==> config.mk <==
export PLATFORM = sky130hd
export DESIGN_NAME = partitioned_send_buffer_allocator
export DESIGN_NICKNAME = d
export VERILOG_FILES = /design/src/hw/rtl/psba_pkg.sv /design/src/hw/rtl/partitioned_send_buffer_allocator.sv
export VERILOG_INCLUDE_DIRS = /design/src /design/src/hw/rtl
export SDC_FILE = /design/constraint.sdc
export NUM_CORES = 1
export LEC_CHECK = 0
export BUFFER_PORTS_ARGS = -buffer_cell sky130_fd_sc_hd__buf_2
export CAP_MARGIN = 20
export CORE_MARGIN = 4
export CORE_UTILIZATION = 40
export CTS_CLUSTER_DIAMETER = 40
export DETAILED_ROUTE_END_ITERATION = 6
export SLEW_MARGIN = 0
export SYNTH_ARGS = -nofsm -noshare
export SYNTH_HDL_FRONTEND = slang
export SYNTH_SLANG_ARGS = --single-unit
==> constraint.sdc <==
create_clock -name i_clk -period 14.9 [get_ports i_clk]
set_input_delay 0 -clock i_clk [delete_from_list [all_inputs] [get_ports i_clk]]
set_output_delay 0 -clock i_clk [all_outputs]
set_load 0.02 [all_outputs]
==> src/hw/rtl/partitioned_send_buffer_allocator_assert.svh <==
// Assertion macros shared by the allocator RTL.
`ifndef PARTITIONED_SEND_BUFFER_ALLOCATOR_ASSERT_SVH
`define PARTITIONED_SEND_BUFFER_ALLOCATOR_ASSERT_SVH

`ifndef ASSERT_OFF

`define PSBA_ASSERT_IMPLY(label, clk, rst_n, ante, cons) \
    label: assert property (@(posedge clk) disable iff (!(rst_n)) (ante) |-> (cons)) \
        else $error("allocator assertion failed");

`define PSBA_ASSERT_NEXT(label, clk, rst_n, ante, cons) \
    label: assert property (@(posedge clk) disable iff (!(rst_n)) (ante) |=> (cons)) \
        else $error("allocator assertion failed");

`else

`define PSBA_ASSERT_IMPLY(label, clk, rst_n, ante, cons)

`define PSBA_ASSERT_NEXT(label, clk, rst_n, ante, cons)

`endif

`endif

==> src/hw/rtl/psba_pkg.sv <==
package psba_pkg;

    typedef enum logic [1:0] {
        S_IDLE,
        S_FIND,
        S_SCAN,
        S_DONE
    } t_state;

    typedef logic [7:0] t_count;
    typedef logic [7:0] t_tag;

    localparam logic [1:0] KIND_ALLOC   = 2'd0;
    localparam logic [1:0] KIND_RELEASE = 2'd1;
    localparam logic [1:0] KIND_CANCEL  = 2'd2;

    localparam logic [1:0] STATUS_DONE      = 2'd0;
    localparam logic [1:0] STATUS_NO_BUFFER = 2'd1;
    localparam logic [1:0] STATUS_WAS_FREE  = 2'd2;

    localparam logic [2:0] CFG_SPLIT_INDEX     = 3'd0;
    localparam logic [2:0] CFG_NODE_COUNT      = 3'd1;
    localparam logic [2:0] CFG_HOST_CODE       = 3'd2;
    localparam logic [2:0] CFG_BROADCAST_CODE  = 3'd3;
    localparam logic [2:0] CFG_STALL_THRESHOLD = 3'd4;

    localparam logic [5:0]  RST_SPLIT_INDEX     = 6'd16;
    localparam logic [7:0]  RST_NODE_COUNT      = 8'd16;
    localparam logic [7:0]  RST_HOST_CODE       = 8'd255;
    localparam logic [7:0]  RST_BROADCAST_CODE  = 8'd254;
    localparam logic [15:0] RST_STALL_THRESHOLD = 16'd10000;

endpackage

==> src/hw/rtl/partitioned_send_buffer_allocator.sv <==
// Channel   Direction  Handshake                  Payload
// input     in         i_in_valid / o_in_stall    kind, dest, is_system, is_anti, buffer_index
// output    out        o_out_valid / i_out_stall  status, granted_index, count_after,
//                                                 is_priority, stall_flag
// config    in         i_cfg_we                   i_cfg_index, i_cfg_data
//
// An item passes through accept (memory reads issued), search/modify/write, and result.
// A low-partition allocate that finds no free buffer may walk the destination tag
// memory through its single read port, one entry a cycle, over entries 1 to split-1,
// where split is split_index capped at NUM_BUFFERS.
// Reset needs no clearing pass: free bits and tag valid bits are flip-flops.
// While the output register holds a stalled item, the next result waits in the done state.
`include "partitioned_send_buffer_allocator_assert.svh"

module partitioned_send_buffer_allocator import psba_pkg::*; #(
    parameter int NUM_BUFFERS = 32
) (
    input  logic        i_clk,
    input  logic        i_rst_n,

    input  logic        i_in_valid,
    output logic        o_in_stall,
    input  logic [1:0]  i_kind,
    input  logic [7:0]  i_dest,
    input  logic        i_is_system,
    input  logic        i_is_anti,
    input  logic [4:0]  i_buffer_index,

    output logic        o_out_valid,
    input  logic        i_out_stall,
    output logic [1:0]  o_status,
    output logic [4:0]  o_granted_index,
    output logic [7:0]  o_count_after,
    output logic        o_is_priority,
    output logic        o_stall_flag,

    input  logic        i_cfg_we,
    input  logic [2:0]  i_cfg_index,
    input  logic [15:0] i_cfg_data
);

    localparam int IW = $clog2(NUM_BUFFERS);
    localparam int CW = $clog2(NUM_BUFFERS + 1);

    // configuration
    logic [5:0]  r_split;
    t_count      r_nodes;
    t_tag        r_host;
    t_tag        r_bcast;
    logic [15:0] r_thresh;
    logic [CW-1:0] w_split;

    // control
    t_state      r_st, n_st;
    logic [1:0]  r_kind;
    t_tag        r_dest;
    logic        r_prio;
    logic [4:0]  r_idx;
    logic        r_in_range;
    logic [15:0] r_fail;
    logic [NUM_BUFFERS-1:0] r_free;
    logic [NUM_BUFFERS-1:0] r_tag_ok;
    logic [IW-1:0] r_scan_addr;
    t_tag        r_tag0;

    // memories
    t_count      r_cnt_mem [NUM_BUFFERS];
    t_tag        r_tag_mem [NUM_BUFFERS];
    t_count      r_cnt_rd;
    t_tag        r_tag_rd;
    logic        r_tag_rd_ok;

    logic [IW-1:0] w_cnt_raddr;
    logic [IW-1:0] w_tag_raddr;
    logic          w_cnt_we;
    logic [IW-1:0] w_cnt_waddr;
    t_count        w_cnt_wdata;
    logic          w_tag_we;

    // datapath
    logic          w_in_acc;
    logic          w_out_busy;
    logic [NUM_BUFFERS-1:0] w_cand;
    logic          w_found;
    logic [IW-1:0] w_pick;
    logic [IW-1:0] w_idx_r;
    t_tag          w_tag_val;
    t_count        w_grant_cnt;
    t_count        w_rel_cnt;
    logic [16:0]   w_fail_inc;
    logic          w_stall_hit;
    logic          w_last_scan;

    // actions
    logic          w_finish;
    logic          w_grant;
    logic          w_fail;
    logic          w_rel_wr;
    logic          w_cancel;
    logic          w_scan_start;
    logic          w_scan_next;
    logic [IW-1:0] w_grant_idx;

    logic [1:0]    w_res_status;
    logic [4:0]    w_res_idx;
    t_count        w_res_cnt;
    logic          w_res_prio;
    logic          w_res_stall;

    logic [1:0]    r_res_status;
    logic [4:0]    r_res_idx;
    t_count        r_res_cnt;
    logic          r_res_prio;
    logic          r_res_stall;

    logic          r_out_valid;
    logic [1:0]    r_out_status;
    logic [4:0]    r_out_idx;
    t_count        r_out_cnt;
    logic          r_out_prio;
    logic          r_out_stall;

    assign w_split = (32'(r_split) > NUM_BUFFERS) ? CW'(NUM_BUFFERS) : CW'(r_split);

    assign w_in_acc   = i_in_valid && (r_st == S_IDLE);
    assign o_in_stall = (r_st != S_IDLE);
    assign w_out_busy = r_out_valid && i_out_stall;

    assign w_idx_r     = IW'(r_idx);
    assign w_cnt_raddr = IW'(i_buffer_index);
    assign w_tag_val   = r_tag_rd_ok ? r_tag_rd : '0;
    assign w_rel_cnt   = r_cnt_rd - 8'd1;
    assign w_fail_inc  = {1'b0, r_fail} + 17'd1;
    assign w_stall_hit = w_fail_inc > {1'b0, r_thresh};
    assign w_last_scan = (CW'(r_scan_addr) == (w_split - CW'(1)));

    assign w_grant_cnt = ((r_dest != r_host) && (r_dest == r_bcast))
                       ? ((r_nodes == 8'd0) ? 8'd0 : r_nodes - 8'd1)
                       : 8'd1;

    // Lowest free buffer inside the partition that the request belongs to.
    always_comb begin
        w_pick = '0;
        for (int i = 0; i < NUM_BUFFERS; i++) begin
            w_cand[i] = r_free[i] && (r_prio ? (i >= int'(w_split)) : (i < int'(w_split)));
        end
        for (int i = NUM_BUFFERS - 1; i >= 0; i--) begin
            if (w_cand[i]) begin
                w_pick = IW'(i);
            end
        end
    end
    assign w_found = |w_cand;

    // Tag read address: tag 0 at accept, then the walk over the low partition.
    always_comb begin
        case (r_st)
            S_FIND:  w_tag_raddr = IW'(1);
            S_SCAN:  w_tag_raddr = r_scan_addr + IW'(1);
            default: w_tag_raddr = '0;
        endcase
    end

    always_comb begin
        n_st = r_st;
        case (r_st)
            S_IDLE: begin
                if (i_in_valid) begin
                    n_st = S_FIND;
                end
            end
            S_FIND: begin
                n_st = w_scan_start ? S_SCAN : S_DONE;
            end
            S_SCAN: begin
                if (w_finish) begin
                    n_st = S_DONE;
                end
            end
            S_DONE: begin
                if (!w_out_busy) begin
                    n_st = S_IDLE;
                end
            end
            default: n_st = S_IDLE;
        endcase
    end

    always_comb begin
        w_finish     = 1'b0;
        w_grant      = 1'b0;
        w_fail       = 1'b0;
        w_rel_wr     = 1'b0;
        w_cancel     = 1'b0;
        w_scan_start = 1'b0;
        w_scan_next  = 1'b0;
        w_grant_idx  = w_pick;
        case (r_st)
            S_FIND: begin
                case (r_kind)
                    KIND_ALLOC: begin
                        if (w_found) begin
                            w_grant = 1'b1;
                        end else if (!r_prio && (w_tag_val != r_dest)
                                     && r_free[NUM_BUFFERS-1]) begin
                            // Fallback to the last buffer needs all low tags equal.
                            if (w_split <= CW'(1)) begin
                                w_grant     = 1'b1;
                                w_grant_idx = IW'(NUM_BUFFERS - 1);
                            end else begin
                                w_scan_start = 1'b1;
                            end
                        end else begin
                            w_fail = 1'b1;
                        end
                    end
                    KIND_RELEASE: begin
                        w_finish = 1'b1;
                        w_rel_wr = r_in_range && !r_free[w_idx_r];
                    end
                    KIND_CANCEL: begin
                        w_finish = 1'b1;
                        w_cancel = r_in_range;
                    end
                    default: w_finish = 1'b1;
                endcase
            end
            S_SCAN: begin
                if (w_tag_val != r_tag0) begin
                    w_fail = 1'b1;
                end else if (w_last_scan) begin
                    w_grant     = 1'b1;
                    w_grant_idx = IW'(NUM_BUFFERS - 1);
                end else begin
                    w_scan_next = 1'b1;
                end
            end
            default: ;
        endcase
        if (w_grant || w_fail) begin
            w_finish = 1'b1;
        end
    end

    always_comb begin
        w_res_status = STATUS_DONE;
        w_res_idx    = '0;
        w_res_cnt    = '0;
        w_res_prio   = 1'b0;
        w_res_stall  = 1'b0;
        case (r_kind)
            KIND_ALLOC: begin
                w_res_prio = r_prio;
                if (w_grant) begin
                    w_res_idx = 5'(w_grant_idx);
                    w_res_cnt = w_grant_cnt;
                end else begin
                    w_res_status = STATUS_NO_BUFFER;
                    w_res_stall  = w_stall_hit;
                end
            end
            KIND_RELEASE: begin
                w_res_idx = r_idx;
                if (w_rel_wr) begin
                    w_res_cnt = w_rel_cnt;
                end else begin
                    w_res_status = STATUS_WAS_FREE;
                end
            end
            KIND_CANCEL: begin
                w_res_idx = r_idx;
                if (!r_in_range) begin
                    w_res_status = STATUS_WAS_FREE;
                end
            end
            default: ;
        endcase
    end

    assign w_cnt_we    = w_grant || w_rel_wr;
    assign w_cnt_waddr = w_grant ? w_grant_idx : w_idx_r;
    assign w_cnt_wdata = w_grant ? w_grant_cnt : w_rel_cnt;
    assign w_tag_we    = w_grant;

    // The state machine keeps every write ahead of the next item's reads, with the done
    // state between them, so no forwarding path is needed.
    always_ff @(posedge i_clk) begin
        if (w_cnt_we) begin
            r_cnt_mem[w_cnt_waddr] <= w_cnt_wdata;
        end
        if (w_tag_we) begin
            r_tag_mem[w_grant_idx] <= r_dest;
        end
        r_cnt_rd    <= r_cnt_mem[w_cnt_raddr];
        r_tag_rd    <= r_tag_mem[w_tag_raddr];
        r_tag_rd_ok <= r_tag_ok[w_tag_raddr];
    end

    always_ff @(posedge i_clk) begin
        if (!i_rst_n) begin
            r_split  <= RST_SPLIT_INDEX;
            r_nodes  <= RST_NODE_COUNT;
            r_host   <= RST_HOST_CODE;
            r_bcast  <= RST_BROADCAST_CODE;
            r_thresh <= RST_STALL_THRESHOLD;
        end else if (i_cfg_we) begin
            case (i_cfg_index)
                CFG_SPLIT_INDEX:     r_split  <= i_cfg_data[5:0];
                CFG_NODE_COUNT:      r_nodes  <= i_cfg_data[7:0];
                CFG_HOST_CODE:       r_host   <= i_cfg_data[7:0];
                CFG_BROADCAST_CODE:  r_bcast  <= i_cfg_data[7:0];
                CFG_STALL_THRESHOLD: r_thresh <= i_cfg_data;
                default: ;
            endcase
        end
    end

    always_ff @(posedge i_clk) begin
        if (!i_rst_n) begin
            r_st        <= S_IDLE;
            r_fail      <= '0;
            r_free      <= '1;
            r_tag_ok    <= '0;
            r_out_valid <= 1'b0;
        end else begin
            r_st <= n_st;
            if (w_grant) begin
                r_free[w_grant_idx]   <= (w_grant_cnt == 8'd0);
                r_tag_ok[w_grant_idx] <= 1'b1;
                r_fail                <= '0;
            end
            if (w_fail) begin
                r_fail <= w_stall_hit ? 16'd0 : w_fail_inc[15:0];
            end
            if ((w_rel_wr && (w_rel_cnt == 8'd0)) || w_cancel) begin
                r_free[w_idx_r] <= 1'b1;
            end
            if ((r_st == S_DONE) && !w_out_busy) begin
                r_out_valid <= 1'b1;
            end else if (r_out_valid && !i_out_stall) begin
                r_out_valid <= 1'b0;
            end
        end
    end

    always_ff @(posedge i_clk) begin
        if (w_in_acc) begin
            r_kind     <= i_kind;
            r_dest     <= i_dest;
            r_prio     <= ((i_dest != r_host) && i_is_system) || i_is_anti;
            r_idx      <= i_buffer_index;
            r_in_range <= (32'(i_buffer_index) < NUM_BUFFERS);
        end
        if (w_scan_start) begin
            r_tag0      <= w_tag_val;
            r_scan_addr <= IW'(1);
        end else if (w_scan_next) begin
            r_scan_addr <= r_scan_addr + IW'(1);
        end
        if (w_finish) begin
            r_res_status <= w_res_status;
            r_res_idx    <= w_res_idx;
            r_res_cnt    <= w_res_cnt;
            r_res_prio   <= w_res_prio;
            r_res_stall  <= w_res_stall;
        end
        if ((r_st == S_DONE) && !w_out_busy) begin
            r_out_status <= r_res_status;
            r_out_idx    <= r_res_idx;
            r_out_cnt    <= r_res_cnt;
            r_out_prio   <= r_res_prio;
            r_out_stall  <= r_res_stall;
        end
    end

    assign o_out_valid     = r_out_valid;
    assign o_status        = r_out_status;
    assign o_granted_index = r_out_idx;
    assign o_count_after   = r_out_cnt;
    assign o_is_priority   = r_out_prio;
    assign o_stall_flag    = r_out_stall;

    // A grant always lands on a buffer that was free.
    `PSBA_ASSERT_IMPLY(a_grant_free, i_clk, i_rst_n, w_grant, r_free[w_grant_idx])
    // The tag walk never leaves the low partition.
    `PSBA_ASSERT_IMPLY(a_scan_bound, i_clk, i_rst_n, r_st == S_SCAN, CW'(r_scan_addr) < w_split)
    // A stall flag only comes with a failed allocation.
    `PSBA_ASSERT_IMPLY(a_stall_fail, i_clk, i_rst_n, o_out_valid && o_stall_flag, o_status == STATUS_NO_BUFFER)
    // A finished result reaches the output register as the state machine leaves the done state for idle.
    `PSBA_ASSERT_NEXT(a_done_out, i_clk, i_rst_n, (r_st == S_DONE) && !w_out_busy, o_out_valid && (r_st == S_IDLE))

endmodule
# [Yosys cells after proc, flatten, opt, wreduce, memory -nomap -nowiden]
# Memory sizes are Yosys's and may differ from the RTL's. A register that Yosys moved wholly into a read port is not among the register bits.
# Cells that the tools add are included.
[op_classes] add_sub_neg=5 magnitude_cmp=72 eq_ne=18 mux=139 bitwise_logic=3 reduce_logical=69
[ops] operator="2-to-1 mux 5 bit" count=40
[ops] operator=">= comparator 5 x 6 -> 1 bit, first input constant" count=16
[ops] operator="less-than comparator 5 x 6 -> 1 bit, first input constant" count=16
[ops] operator="2-to-1 mux 32 bit" count=3
[ops] operator="2-to-1 mux 1 bit" count=69
[ops] operator="OR 32 bit" count=2
[ops] operator=">= comparator 4 x 6 -> 1 bit, first input constant" count=8
[ops] operator="less-than comparator 4 x 6 -> 1 bit, first input constant" count=8
[ops] operator="2-to-1 mux 16 bit" count=3
[ops] operator="2-to-1 mux 8 bit" count=6
[ops] operator="logical AND 1 bit" count=43
[ops] operator="bitwise mux 32 bit" count=1
[ops] operator="inequality test 8 bit" count=4
[ops] operator="OR reduction 32 bit" count=1
[ops] operator="one-hot mux 5 bit (2 select lines)" count=3
[ops] operator=">= comparator 3 x 6 -> 1 bit, first input constant" count=4
[ops] operator="zero test 8 bit" count=3
[ops] operator="less-than comparator 3 x 6 -> 1 bit, first input constant" count=4
[ops] operator="less-than comparator 5 x 6 -> 1 bit, second input constant" count=3
[ops] operator="adder 16 x 1 -> 17 bit, second input constant" count=1
[ops] operator="greater-than comparator 17 x 16 -> 1 bit" count=1
[ops] operator="one-hot mux 8 bit (2 select lines)" count=1
[ops] operator="subtractor 8 x 1 -> 8 bit, second input constant" count=2
[ops] operator=">= comparator 1 x 6 -> 1 bit, first input constant" count=2
[ops] operator="32 further kinds" count=62
[totals] register_bits=193 mem_bits_rw=512 input_bits=41 output_inout_bits=19 mem_count=2
[mem_list] memory="r_cnt_mem" words=32 word_bits=8 read_ports=1 rd_clocked_by_memory_dff=1 write_ports=1 line="partitioned_send_buffer_allocator.sv:67" rtl="t_count r_cnt_mem [NUM_BUFFERS];"
[mem_list] memory="r_tag_mem" words=32 word_bits=8 read_ports=1 rd_clocked_by_memory_dff=1 write_ports=1 line="partitioned_send_buffer_allocator.sv:68" rtl="t_tag r_tag_mem [NUM_BUFFERS];"

# [Depth between registers and ports, before layout]
# Gate-level depths: netlist (run 1).
[depth] depth_word=51 ltp_mapped=20

# [Least setup slack after synthesis (run 1)]
# No wires, ideal clock.
[synth_timing] path_type="register to register" from="register r_split[5]" to="memory r_cnt_mem[0][7] (netlist name) (data pin)" t_arrival_ns=4.601 slack_ns=9.845 path_stages_with_launch=18 n_path_buf=5 period_less_slack_ns=5.055 cell_sequence="dfxtp_1 buf_6 buf_2 inv_1 clkbuf_1 nand2_1 inv_1 ha_1 buf_2 nor2b_1 o21ai_0 and4_1 nor4_1 and4b_1 a21o_1 nand2_1 clkbuf_1 o21ai_0"
[synth_between] elab_chain_len=10 elab_cells_between_ends=142 cone_classes="add/sub (1); order compare (66); eq/ne (1); mux (41); reduce/logical (33)"
[synth_rtl] item="from (decl)" line="partitioned_send_buffer_allocator.sv:46" rtl="logic [5:0] r_split;"
[synth_rtl] item="from (signal assigned)" line="partitioned_send_buffer_allocator.sv:308" rtl="CFG_SPLIT_INDEX: r_split <= i_cfg_data[5:0];"
[synth_rtl] item="greater-than comparator 6 bit" line="partitioned_send_buffer_allocator.sv:123" rtl="assign w_split = (32'(r_split) > NUM_BUFFERS) ? CW'(NUM_BUFFERS) : CW'(r_split);"
[synth_rtl] item="2-to-1 mux 6 bit (*)" line="partitioned_send_buffer_allocator.sv:123"
[synth_rtl] item="less-than comparator 1 x 6 -> 1 bit, or another cell as far along" line="partitioned_send_buffer_allocator.sv:145" rtl="w_cand[i] = r_free[i] && (r_prio ? (i >= int'(w_split)) : (i < int'(w_split)));"
[synth_rtl] item="2-to-1 mux 1 bit" line="partitioned_send_buffer_allocator.sv:145"
[synth_rtl] item="logical AND 1 bit" line="partitioned_send_buffer_allocator.sv:145"
[synth_rtl] item="OR reduction 32 bit" line="partitioned_send_buffer_allocator.sv:153" rtl="assign w_found = |w_cand;"
[synth_rtl] item="2-to-1 mux 1 bit" line="partitioned_send_buffer_allocator.sv:202" rtl="if (w_found) begin"
[synth_rtl] item="2-to-1 mux 1 bit" line="partitioned_send_buffer_allocator.sv:200" rtl="case (r_kind)"
[synth_rtl] item="one-hot mux 1 bit (2 select lines) (*)" line="partitioned_send_buffer_allocator.sv:198" rtl="case (r_st)"
[synth_rtl] item="2-to-1 mux 8 bit (*)" line="partitioned_send_buffer_allocator.sv:282" rtl="assign w_cnt_wdata = w_grant ? w_grant_cnt : w_rel_cnt;"
[synth_rtl] item="via w_cnt_wdata[7]" line="partitioned_send_buffer_allocator.sv:77" rtl="t_count w_cnt_wdata;"
[synth_rtl] item="to (decl)" line="partitioned_send_buffer_allocator.sv:67"
# Mark *: on every way through the listed nets, which the timed path passes. The rest lies on a longest branch.

# [Final worst setup path (run 1)]
[layout_timing] from="register r_split[5]" to="memory r_cnt_mem[19][0] (netlist name) (enable)"
[layout_between] elab_chain_len=43 elab_cells_between_ends=184 cone_classes="add/sub (1); order compare (66); eq/ne (1); mux (82); reduce/logical (34)"
[layout_rtl] item="greater-than comparator 6 bit" line="partitioned_send_buffer_allocator.sv:123"
[layout_rtl] item="2-to-1 mux 6 bit (*)" line="partitioned_send_buffer_allocator.sv:123"
[layout_rtl] item="less-than comparator 5 x 6 -> 1 bit or >= comparator 5 x 6 -> 1 bit (tied branches)" line="partitioned_send_buffer_allocator.sv:145"
[layout_rtl] item="2-to-1 mux 1 bit" line="partitioned_send_buffer_allocator.sv:145"
[layout_rtl] item="logical AND 1 bit" line="partitioned_send_buffer_allocator.sv:145"
[layout_rtl] item="2-to-1 mux 5 bit (32 in series)" line="partitioned_send_buffer_allocator.sv:148" rtl="if (w_cand[i]) begin"
[layout_rtl] item="2-to-1 mux 5 bit" line="partitioned_send_buffer_allocator.sv:207" rtl="if (w_split <= CW'(1)) begin"
[layout_rtl] item="2-to-1 mux 5 bit" line="partitioned_send_buffer_allocator.sv:204" rtl="end else if (!r_prio && (w_tag_val != r_dest)"
[layout_rtl] item="2-to-1 mux 5 bit" line="partitioned_send_buffer_allocator.sv:202"
[layout_rtl] item="2-to-1 mux 5 bit" line="partitioned_send_buffer_allocator.sv:200"
[layout_rtl] item="one-hot mux 5 bit (2 select lines)" line="partitioned_send_buffer_allocator.sv:198"
[layout_rtl] item="2-to-1 mux 5 bit" line="partitioned_send_buffer_allocator.sv:281" rtl="assign w_cnt_waddr = w_grant ? w_grant_idx : w_idx_r;"
# Every way passes the cells marked *; elsewhere a longest branch is shown, timed or not.

==> results.py, run 1 <==
metrics = {
    "outcome": {
        "status": "finished, final reports clean",
    },
    "min_path": {
        "min_path_type": "in2reg",
        "hold_start": "i_kind[0]",
        "hold_depth": 2,
    },
    "synthesis": {
        "ys_ff_latch": 721,
        "syn_area_sq_mm": 0.0319,
        "synth_ff_type": "edfxtp_1",
        "synth_area_leader_cell": "edfxtp_1",
        "syn-num-nets": 2324,
        "synth_edf_count": 570,
        "async_reset_ff_frac": 0,
        "synth_cell_types": 90,
        "synth_top_area_frac": 0.537,
        "synth_area_leaders": "edfxtp_1, mux4_2, dfxtp_1",
        "yosys_warnings": 0,
        "seq_area_frac_synth": 0.631,
        "syn-instance-count": 2248,
        "avgSynthCellArea_sq_um": 14.2,
    },
    "finish": {
        "synthToLayoutAreaGrowth_pct": 16.8,
        "layout-drive-gt1-share": 0.201,
        "fin_nets": 2436,
        "final_area_sq_mm": 0.0373,
    },
    "power": {
        "peakVddDrop_mv": 0.141,
        "power_density_mw_per_mm2": 153,
        "p_leak_nw": 12.6,
    },
    "route": {
        "wl_per_cell_um": 24.3,
        "drc": 0,
        "num_vias": 20052,
        "ant_nets": 0,
        "first_pass_iters": 6,
        "drt_wl_total_mm": 84.9,
        "initialDrtViolationCount": 1719,
        "viasPerCell": 5.74,
    },
    "worst_setup_path": {
        "r2r_cells": 14,
        "slowest_delay_ns": 0.81,
        "cp.depth": 14,
        "crit_chain": "buf_4 -> inv_1 -> nand2_1 -> ha_1 -> xor2_1 -> xnor2_1 -> a211oi_1 -> nand4_1 -> nor3b_1 -> o21ai_0 -> and2_1 -> a211oi_2 -> nand2_1 -> nor2_1",
        "arrival_ns": 6.56,
        "cp_top_family": "simple AND/OR/NAND/NOR gates",
        "critPathSlowestCell": "a211oi_2",
        "rrSetupSlack_ns": 8.59,
        "crit_top_cell": "nand2_1",
        "cp.required_ns": 15.16,
        "cp_num_buf_inv": 2,
        "crit_start": "r_split[5]$_SDFFE_PN0P_",
        "cp-end-kind": "flop",
        "worstReg2RegStart": "r_split[5]$_SDFFE_PN0P_",
        "path_max_fanout": 38,
        "cp-start-kind": "flop",
        "crit_type": "reg2reg",
    },
    "grt": {
        "antenna_found_initial": 3,
        "first_global_vias": 20551,
        "grt_pass1_wl_mm": 129,
        "grt_usage": 0.198,
        "grt_max_degree": 66,
        "overflow": 0,
    },
    "timing": {
        "finalSetupTns_ns": 0,
        "finalClockSkew_ns": 0.0442,
        "setup_viol_count_final": 0,
        "period_needed_ns": 6.31,
        "rsz0062_at_grt": "false",
        "slew_violations": 0,
        "layout_setup_ws_ns": 8.59,
        "fin_crit_sh": 0.423,
        "worstMarginPinSlew_ns": 1.12,
        "hold_viol": 0,
        "relSlewSlack": 0.253,
        "max_freq_mhz": 159,
    },
    "placement": {
        "numPortBuffers": 59,
        "place_ws_ns": 8.80,
        "dp_hpwl_mm": 55.4,
        "placed_area_sq_mm": 0.0333,
        "gp_congestion": 0.930,
    },
    "clock_network": {
        "htreeDepth": 3,
        "cts_resized": 0,
        "root_buffer": "clkbuf_16",
        "tritoncts": "yes",
        "cts_setup_buffers": 0,
        "cts.sinks": 721,
        "clk_pin_slew_ns": 0.06,
        "clk_latency_ns": 0.65,
        "cts_made_buffers": 95,
        "clockBufferDepth": 3,
    },
    "floorplanning": {
        "die_w_um": 290,
        "rows": 103,
        "die_area_sq_mm": 0.0843,
        "io_pins": 60,
        "coreArea_sq_mm": 0.0790,
        "die_h_um": 290,
        "initial_core_util": 0.404,
    },
    "flow_run": {
        "max_cap_violations": 0,
    },
}
## stage by stage
stage	total power (W)	utilization	std cells	hold slack [ns]
floorplan	0.00300	-	2248	0.0989
global placement	0.00335	0.422	3263	0.185
detailed placement	0.00336	0.422	3263	0.195
CTS	0.00575	0.471	3489	0.0533
global route	0.00592	0.472	3492	0.0812
finish	0.00571	0.472	3493	0.0807
## power breakdown
group / internal, W / switching (W) / leakage, nW
Clock: 0.00146 / 0.000915 / 1.64
Sequential: 0.00234 / 0.0000601 / 6.36
Combinational: 0.000326 / 0.000615 / 4.61
## layout by cell type (no fill, tap or decap), types with 19 or more instances in the layout
cell type	count
nor3_1	31
ha_1	35
dlygate4sd3_1	48
edfxtp_1	570
o21ai_0	79
mux2_2	20
a21oi_1	71
clkbuf_16	100
nor2b_1	24
o21a_1	41
nand4_1	27
dfxtp_1	151
o211ai_1	37
inv_1	59
xor2_1	30
nand2_1	205
and2_1	19
nor2_1	116
nand2b_1	25
nand3_1	64
buf_4	42
buf_2	57
mux4_2	160
xnor2_1	50
## Yosys cell counts (7+ instances only)
master	n
a211oi_1	7
a21o_1	14
a21oi_1	71
a22oi_1	11
a31oi_1	13
and2_1	19
and3_1	18
buf_1	15
buf_2	23
clkbuf_1	89
dfxtp_1	151
edfxtp_1	570
ha_1	35
inv_1	59
mux2_2	20
mux2i_1	13
mux4_2	160
nand2_1	205
nand2b_1	25
nand3_1	65
nand3b_1	7
nand4_1	27
nand4b_1	7
nor2_1	116
nor2b_1	24
nor3_1	31
nor3b_1	10
nor4_1	12
nor4bb_1	7
o211ai_1	37
o21a_1	41
o21ai_0	86
o221ai_1	14
o22ai_1	18
o31ai_1	17
or2_2	12
or3_1	15
or4_1	8
xnor2_1	50
xor2_1	31
## final timing paths
path                                                    to
worst max-delay path            r_cnt_mem[19][0]$_DFFE_PP_
worst min-delay path                   r_kind[0]$_DFFE_PP_
worst max register to register  r_cnt_mem[19][0]$_DFFE_PP_
worst min register to register  o_count_after[3]$_DFFE_PP_
## state kept, by name, summed over array words and instances (netlist names), 8 cells and up
register       count
r_cnt_rd           8
r_free            32
r_tag_ok          32
r_thresh          16
r_cnt_mem        256
r_bcast            8
r_tag0             8
r_tag_mem        256
r_host             8
o_count_after      8
r_fail            16
r_nodes            8
r_dest             8
r_tag_rd           8
r_res_cnt          8
## per-layer routing
layer | up-vias | share of wire | GRT usage
met4 | 2 | 0.027 | 0.0647
met2 | 743 | 0.48 | 0.323
li1 | 8973 | - | -
met3 | 145 | 0.069 | 0.0346
met5 | - | 0.000094 | 0
met1 | 10189 | 0.42 | 0.270
## worst reg2reg max path, cell delays in order (launching register included)
cell      delay [ns]
dfxtp_1         0.30
buf_4           0.35
inv_1           0.36
nand2_1         0.22
ha_1            0.74
xor2_1          0.17
xnor2_1         0.17
a211oi_1        0.19
nand4_1         0.22
nor3b_1         0.60
o21ai_0         0.40
and2_1          0.47
a211oi_2        0.81
nand2_1         0.26
nor2_1          0.65
## what timing repair did
item,4_1_cts,5_1_grt
setup endpoints to repair,0,0
endpoints found under the hold margin,111,0
hold buffers,48,0
## cell families (layout without fill, tap and decap cells)
logic type / count (synthesis) / count (layout) / share of synthesized area
other cells: 0 / 2 / 0
flops: 721 / 721 / 0.631
fa+ha+maj: 35 / 35 / 0.0137
simple gates: 631 / 631 / 0.0998
xor+xnor: 81 / 81 / 0.0222
compound gates: 394 / 394 / 0.0838
mux: 193 / 193 / 0.124
buf+inv: 193 / 386 / 0.0250
## cell type report
class	count	area, sq um
inverters	59	221
clock inverters	65	820
clock buffers	113	2570
fillers	6759	41700
multi-input cells	1334	11100
diodes	2	5.00
well taps	1050	1310
repair buffers	149	1120
flip-flops and latches	721	20100
(Power assumes the default switching activity.)
==> inputs of run 2 (changes only) <==
clock period = 6.1 ns   (was 14.9 ns; I/O delays follow)
==> results.py, run 2 (synthesis results as in run 1) <==
metrics = {
    "outcome": {
        "status": "finished, final reports clean",
    },
    "worst_setup_path": {
        "cp-start-kind": "flop",
        "crit_chain": "inv_1 -> nor2_1 -> ha_1 -> nor2b_1 -> o21ai_0 -> and4_1 -> nor4_1 -> and4b_1 -> a21o_1 -> and2_1 -> a211oi_2 -> buf_4 -> nand2b_1 -> nor2_1",
        "cp_num_buf_inv": 2,
        "slowest_delay_ns": 0.74,
        "crit_start": "r_split[1]$_SDFFE_PN0P_",
        "cp.required_ns": 6.39,
        "critPathSlowestCell": "dfxtp_1",
        "crit_top_cell": "nor2_1",
        "arrival_ns": 6.03,
        "path_max_fanout": 18,
        "crit_type": "reg2reg",
        "cp-end-kind": "flop",
        "worstReg2RegStart": "r_split[1]$_SDFFE_PN0P_",
        "cp_top_family": "simple AND/OR/NAND/NOR gates",
    },
    "clock_network": {
        "root_buffer": "clkbuf_16",
        "tritoncts": "yes",
        "htreeDepth": 3,
        "clockBufferDepth": 3,
        "clk_latency_ns": 0.67,
        "cts_setup_buffers": 0,
        "cts_made_buffers": 97,
        "cts.sinks": 721,
        "clk_pin_slew_ns": 0.05,
    },
    "timing": {
        "hold_viol": 0,
        "setup_viol_count_final": 0,
        "relSlewSlack": 0.211,
        "worstMarginPinSlew_ns": 1.15,
        "max_freq_mhz": 174,
        "fin_crit_sh": 0.941,
        "rsz0062_at_grt": "true",
        "slew_violations": 0,
        "period_needed_ns": 5.74,
        "finalClockSkew_ns": 0.0691,
    },
    "grt": {
        "grt.met2_usage": 0.331,
        "busiest_layer": "met2",
        "grt_pass1_wl_mm": 132,
        "grtUsageMet1": 0.274,
        "grt_use_met3": 0.0352,
        "antenna_found_initial": 1,
        "overflow": 0,
        "grt_max_degree": 73,
        "first_global_vias": 20857,
        "grt_usage": 0.202,
    },
    "power": {
        "p_leak_nw": 12.8,
        "power_density_mw_per_mm2": 371,
        "peakVddDrop_mv": 0.325,
    },
    "finish": {
        "layout_commonest_cell": "edfxtp_1",
        "layout-drive-gt1-share": 0.216,
        "synthToLayoutAreaGrowth_pct": 18.0,
        "fin_nets": 2482,
        "final_cell_mix": "edfxtp_1, nand2_1, mux4_2",
        "fin_cells": 3538,
        "final_area_sq_mm": 0.0376,
        "post-route-util": 0.476,
        "top_regs": "r_cnt_mem x256, r_tag_mem x256",
    },
    "floorplanning": {
        "die_h_um": 290,
        "die_w_um": 290,
        "io_pins": 60,
        "rows": 103,
        "initial_core_util": 0.404,
        "coreArea_sq_mm": 0.0790,
        "die_area_sq_mm": 0.0843,
    },
    "route": {
        "drc": 0,
        "first_pass_iters": 5,
        "drt_wl_total_mm": 86.3,
        "num_vias": 20553,
        "wl_per_cell_um": 24.4,
        "viasPerCell": 5.81,
        "initialDrtViolationCount": 1935,
        "ant_nets": 0,
    },
    "min_path": {
        "hold_start": "i_dest[6]",
        "min_path_type": "in2reg",
    },
    "placement": {
        "placedCellCount": 3302,
        "gp_congestion": 0.919,
        "numPortBuffers": 59,
        "dp_hpwl_mm": 57.3,
        "placed_area_sq_mm": 0.0337,
    },
    "flow_run": {
        "max_cap_violations": 0,
    },
}
## run 2: timing repair
| item | CTS | global route |
|---|---|---|
| endpoints found under the setup margin | 0 | 50 |
| endpoints found under the hold margin | 95 | 0 |
| resized for setup | 0 | 6 |
| hold buffers | 52 | 0 |
## run 2: path summary, 6_finish.rpt
path	end	slack [ns]	depth (start not counted)
min reg2reg	o_count_after[1]$_DFFE_PP_	0.35	0
max	r_cnt_mem[28][6]$_DFFE_PP_	0.36	14
max reg2reg	r_cnt_mem[28][6]$_DFFE_PP_	0.36	14
min	r_dest[6]$_DFFE_PP_	0.08	2
## run 2: stage by stage
stage                     setup WS (ns)  power (W)  setup TNS [ns]  hold slack [ns]
final                             0.360     0.0140               0           0.0808
after global routing           -0.00485     0.0145         -0.0268           0.0801
after CTS                         0.412     0.0141               0           0.0428
after detailed placement          0.447    0.00824               0            0.209
after global placement            0.694    0.00820               0            0.206
after floorplan                    1.05    0.00734               0           0.0989
## run 2: cell type report
cell class / count / area [sq um]
tap: 1050 / 1310
timing repair buffer: 193 / 1490
clock buffer: 105 / 2500
fill: 6758 / 41400
sequential: 721 / 20100
multi-input combinational: 1334 / 11100
inverter: 59 / 221
clock inverter: 75 / 910
antenna: 1 / 2.50
## run 2: report_power, final
group,switching [W],internal [W],leakage [nW]
clock network,0.00229,0.00350,1.63
logic,0.00144,0.000823,4.84
registers,0.000211,0.00571,6.36
## run 2: routing by layer
| metal | part of all wire | vias to the layer above |
|---|---|---|
| li1 | - | 9080 |
| met1 | 0.42 | 10470 |
| met2 | 0.48 | 851 |
| met3 | 0.070 | 152 |
| met4 | 0.029 | 0 |
| met5 | 0 | - |
==> inputs of run 3 (changes only) <==
--- a/config.mk
+++ b/config.mk
@@ -10,2 +10,3 @@
 export CAP_MARGIN = 20
+export CORE_ASPECT_RATIO = 0.8
 export CORE_MARGIN = 4
==> constraint.sdc (replaced) <==
create_clock -name i_clk -period 6.1 [get_ports i_clk]
set_input_delay 0.61 -clock i_clk [delete_from_list [all_inputs] [get_ports i_clk]]
set_output_delay 0.61 -clock i_clk [all_outputs]
set_load 0.02 [all_outputs]
==> results.py, run 3 (synthesis results as in run 1) <==
metrics = {
    "timing": {
        "rsz0062_at_grt": "false",
        "slew_violations": 0,
        "setup_viol_count_final": 0,
        "hold-worst-slack_ns": 0.141,
        "worstMarginPinSlew_ns": 1.02,
        "period_needed_ns": 5.52,
        "finalSetupTns_ns": 0,
        "relSlewSlack": 0.320,
        "hold_viol": 0,
        "finalClockSkew_ns": 0.0338,
        "max_freq_mhz": 181,
        "fin_crit_sh": 0.906,
    },
    "route": {
        "wl_per_cell_um": 25.2,
        "wl_met2_mm": 36.4,
        "ant_nets": 0,
        "viasPerCell": 5.88,
        "route.met3.wl_mm": 9.19,
        "drc": 0,
        "drt_wl_total_mm": 87.5,
        "initialDrtViolationCount": 2088,
        "wl_met1_mm": 39.6,
        "first_pass_iters": 6,
        "top_layer": "met5",
        "num_vias": 20399,
    },
    "clock_network": {
        "root_buffer": "clkbuf_16",
        "cts_resized": 0,
        "clk_latency_ns": 0.66,
        "cts_made_buffers": 93,
        "clockBufferDepth": 3,
        "htreeDepth": 3,
        "postCtsHoldBufs": 0,
        "cts.sinks": 721,
        "tritoncts": "yes",
        "cts_setup_buffers": 0,
        "clk_pin_slew_ns": 0.06,
    },
    "placement": {
        "gp_congestion": 0.925,
        "placedCellCount": 3292,
        "dp_hpwl_mm": 58.4,
        "numPortBuffers": 59,
    },
    "floorplanning": {
        "die_w_um": 324,
        "rows": 92,
        "io_pins": 60,
        "coreArea_sq_mm": 0.0790,
        "initial_core_util": 0.404,
        "die_h_um": 261,
        "die_area_sq_mm": 0.0844,
    },
    "worst_setup_path": {
        "cp.required_ns": 6.37,
        "cp-start-kind": "flop",
        "path_max_fanout": 15,
        "crit_chain": "inv_1 -> nand2_1 -> inv_1 -> ha_1 -> a2111o_1 -> and4_1 -> a32oi_1 -> nor4bb_1 -> and4b_1 -> a21o_1 -> and2_1 -> a211oi_2 -> buf_4 -> nor2b_1 -> nor2b_1",
        "arrival_ns": 5.79,
        "crit_type": "reg2reg",
        "cp-end-kind": "flop",
        "critPathSlowestCell": "nor2b_1",
        "slowest_delay_ns": 0.63,
    },
    "grt": {
        "grt_pass1_wl_mm": 131,
        "first_global_vias": 19904,
        "grt_max_degree": 73,
        "antenna_found_initial": 4,
        "grt_usage": 0.208,
        "overflow": 0,
    },
    "finish": {
        "regArea_sq_mm": 0.0201,
        "synthToLayoutAreaGrowth_pct": 15.8,
        "layout_commonest_cell": "edfxtp_1",
        "fin_cells": 3469,
        "final_cell_mix": "edfxtp_1, nand2_1, mux4_2",
        "num-fill-cells": 6834,
        "top_regs": "r_cnt_mem x256, r_tag_mem x256",
        "layout-drive-gt1-share": 0.219,
        "multi_input_area_sq_mm": 0.0110,
        "post-route-util": 0.468,
        "fin_nets": 2431,
    },
    "power": {
        "p_leak_nw": 12.6,
        "power_density_mw_per_mm2": 374,
        "peakVddDrop_mv": 0.278,
        "p_total_w": 0.0138,
    },
    "flow_run": {
        "max_cap_violations": 0,
    },
    "outcome": {
        "status": "finished, final reports clean",
    },
    "min_path": {
        "min_path_type": "in2reg",
    },
}
-- run 3: cell type report --
type / instances / area share
timing repair buffer: 146 / 0.0265
multi-input combinational: 1334 / 0.299
inverter: 59 / 0.00600
antenna: 1 / 0.0000678
sequential: 721 / 0.545
tap: 1034 / 0.0350
clock inverter: 68 / 0.0225
clock buffer: 106 / 0.0660
-- run 3: critical path: cells and delay by family (launching register included) --
| family | cells | cell delay (ns) |
|---|---|---|
| adders and majority gates | 1 | 0.37 |
| DFF | 1 | 0.57 |
| buffers and inverters | 3 | 0.40 |
| AOI/OAI and AO/OA | 4 | 1.29 |
| and+or+nand+nor | 7 | 2.48 |
-- run 3: final timing paths --
path | from | end | slack [ns] | cells past startpoint
min | i_kind[1] | r_kind[1]$_DFFE_PP_ | 0.14 | 1
min reg2reg | r_res_cnt[1]$_DFFE_PP_ | o_count_after[1]$_DFFE_PP_ | 0.42 | 0
max | r_split[5]$_SDFFE_PN0P_ | r_cnt_mem[4][4]$_DFFE_PP_ | 0.58 | 15
max reg2reg | r_split[5]$_SDFFE_PN0P_ | r_cnt_mem[4][4]$_DFFE_PP_ | 0.58 | 15
-- run 3: metal layers --
metal	track usage	vias up
met4	0.0604	2
met3	0.0606	152
met1	0.316	10322
met5	0	-
li1	-	8961
met2	0.289	962
-- run 3: through the flow --
stage               instance area (sq um)  setup WS (ns)
global route                        36900          0.303
finish                              36900          0.575
global placement                    33600          0.944
floorplan                           31900           1.05
CTS                                 36900          0.799
detailed placement                  33600          0.805
-- run 3: power breakdown --
group / internal [W] / switching, W / leakage (nW) / total (W)
Sequential: 0.00570 / 0.000194 / 6.36 / 0.00590
Combinational: 0.000789 / 0.00146 / 4.64 / 0.00224
Clock: 0.00342 / 0.00224 / 1.59 / 0.00566
Total: 0.00991 / 0.00389 / 12.6 / 0.0138
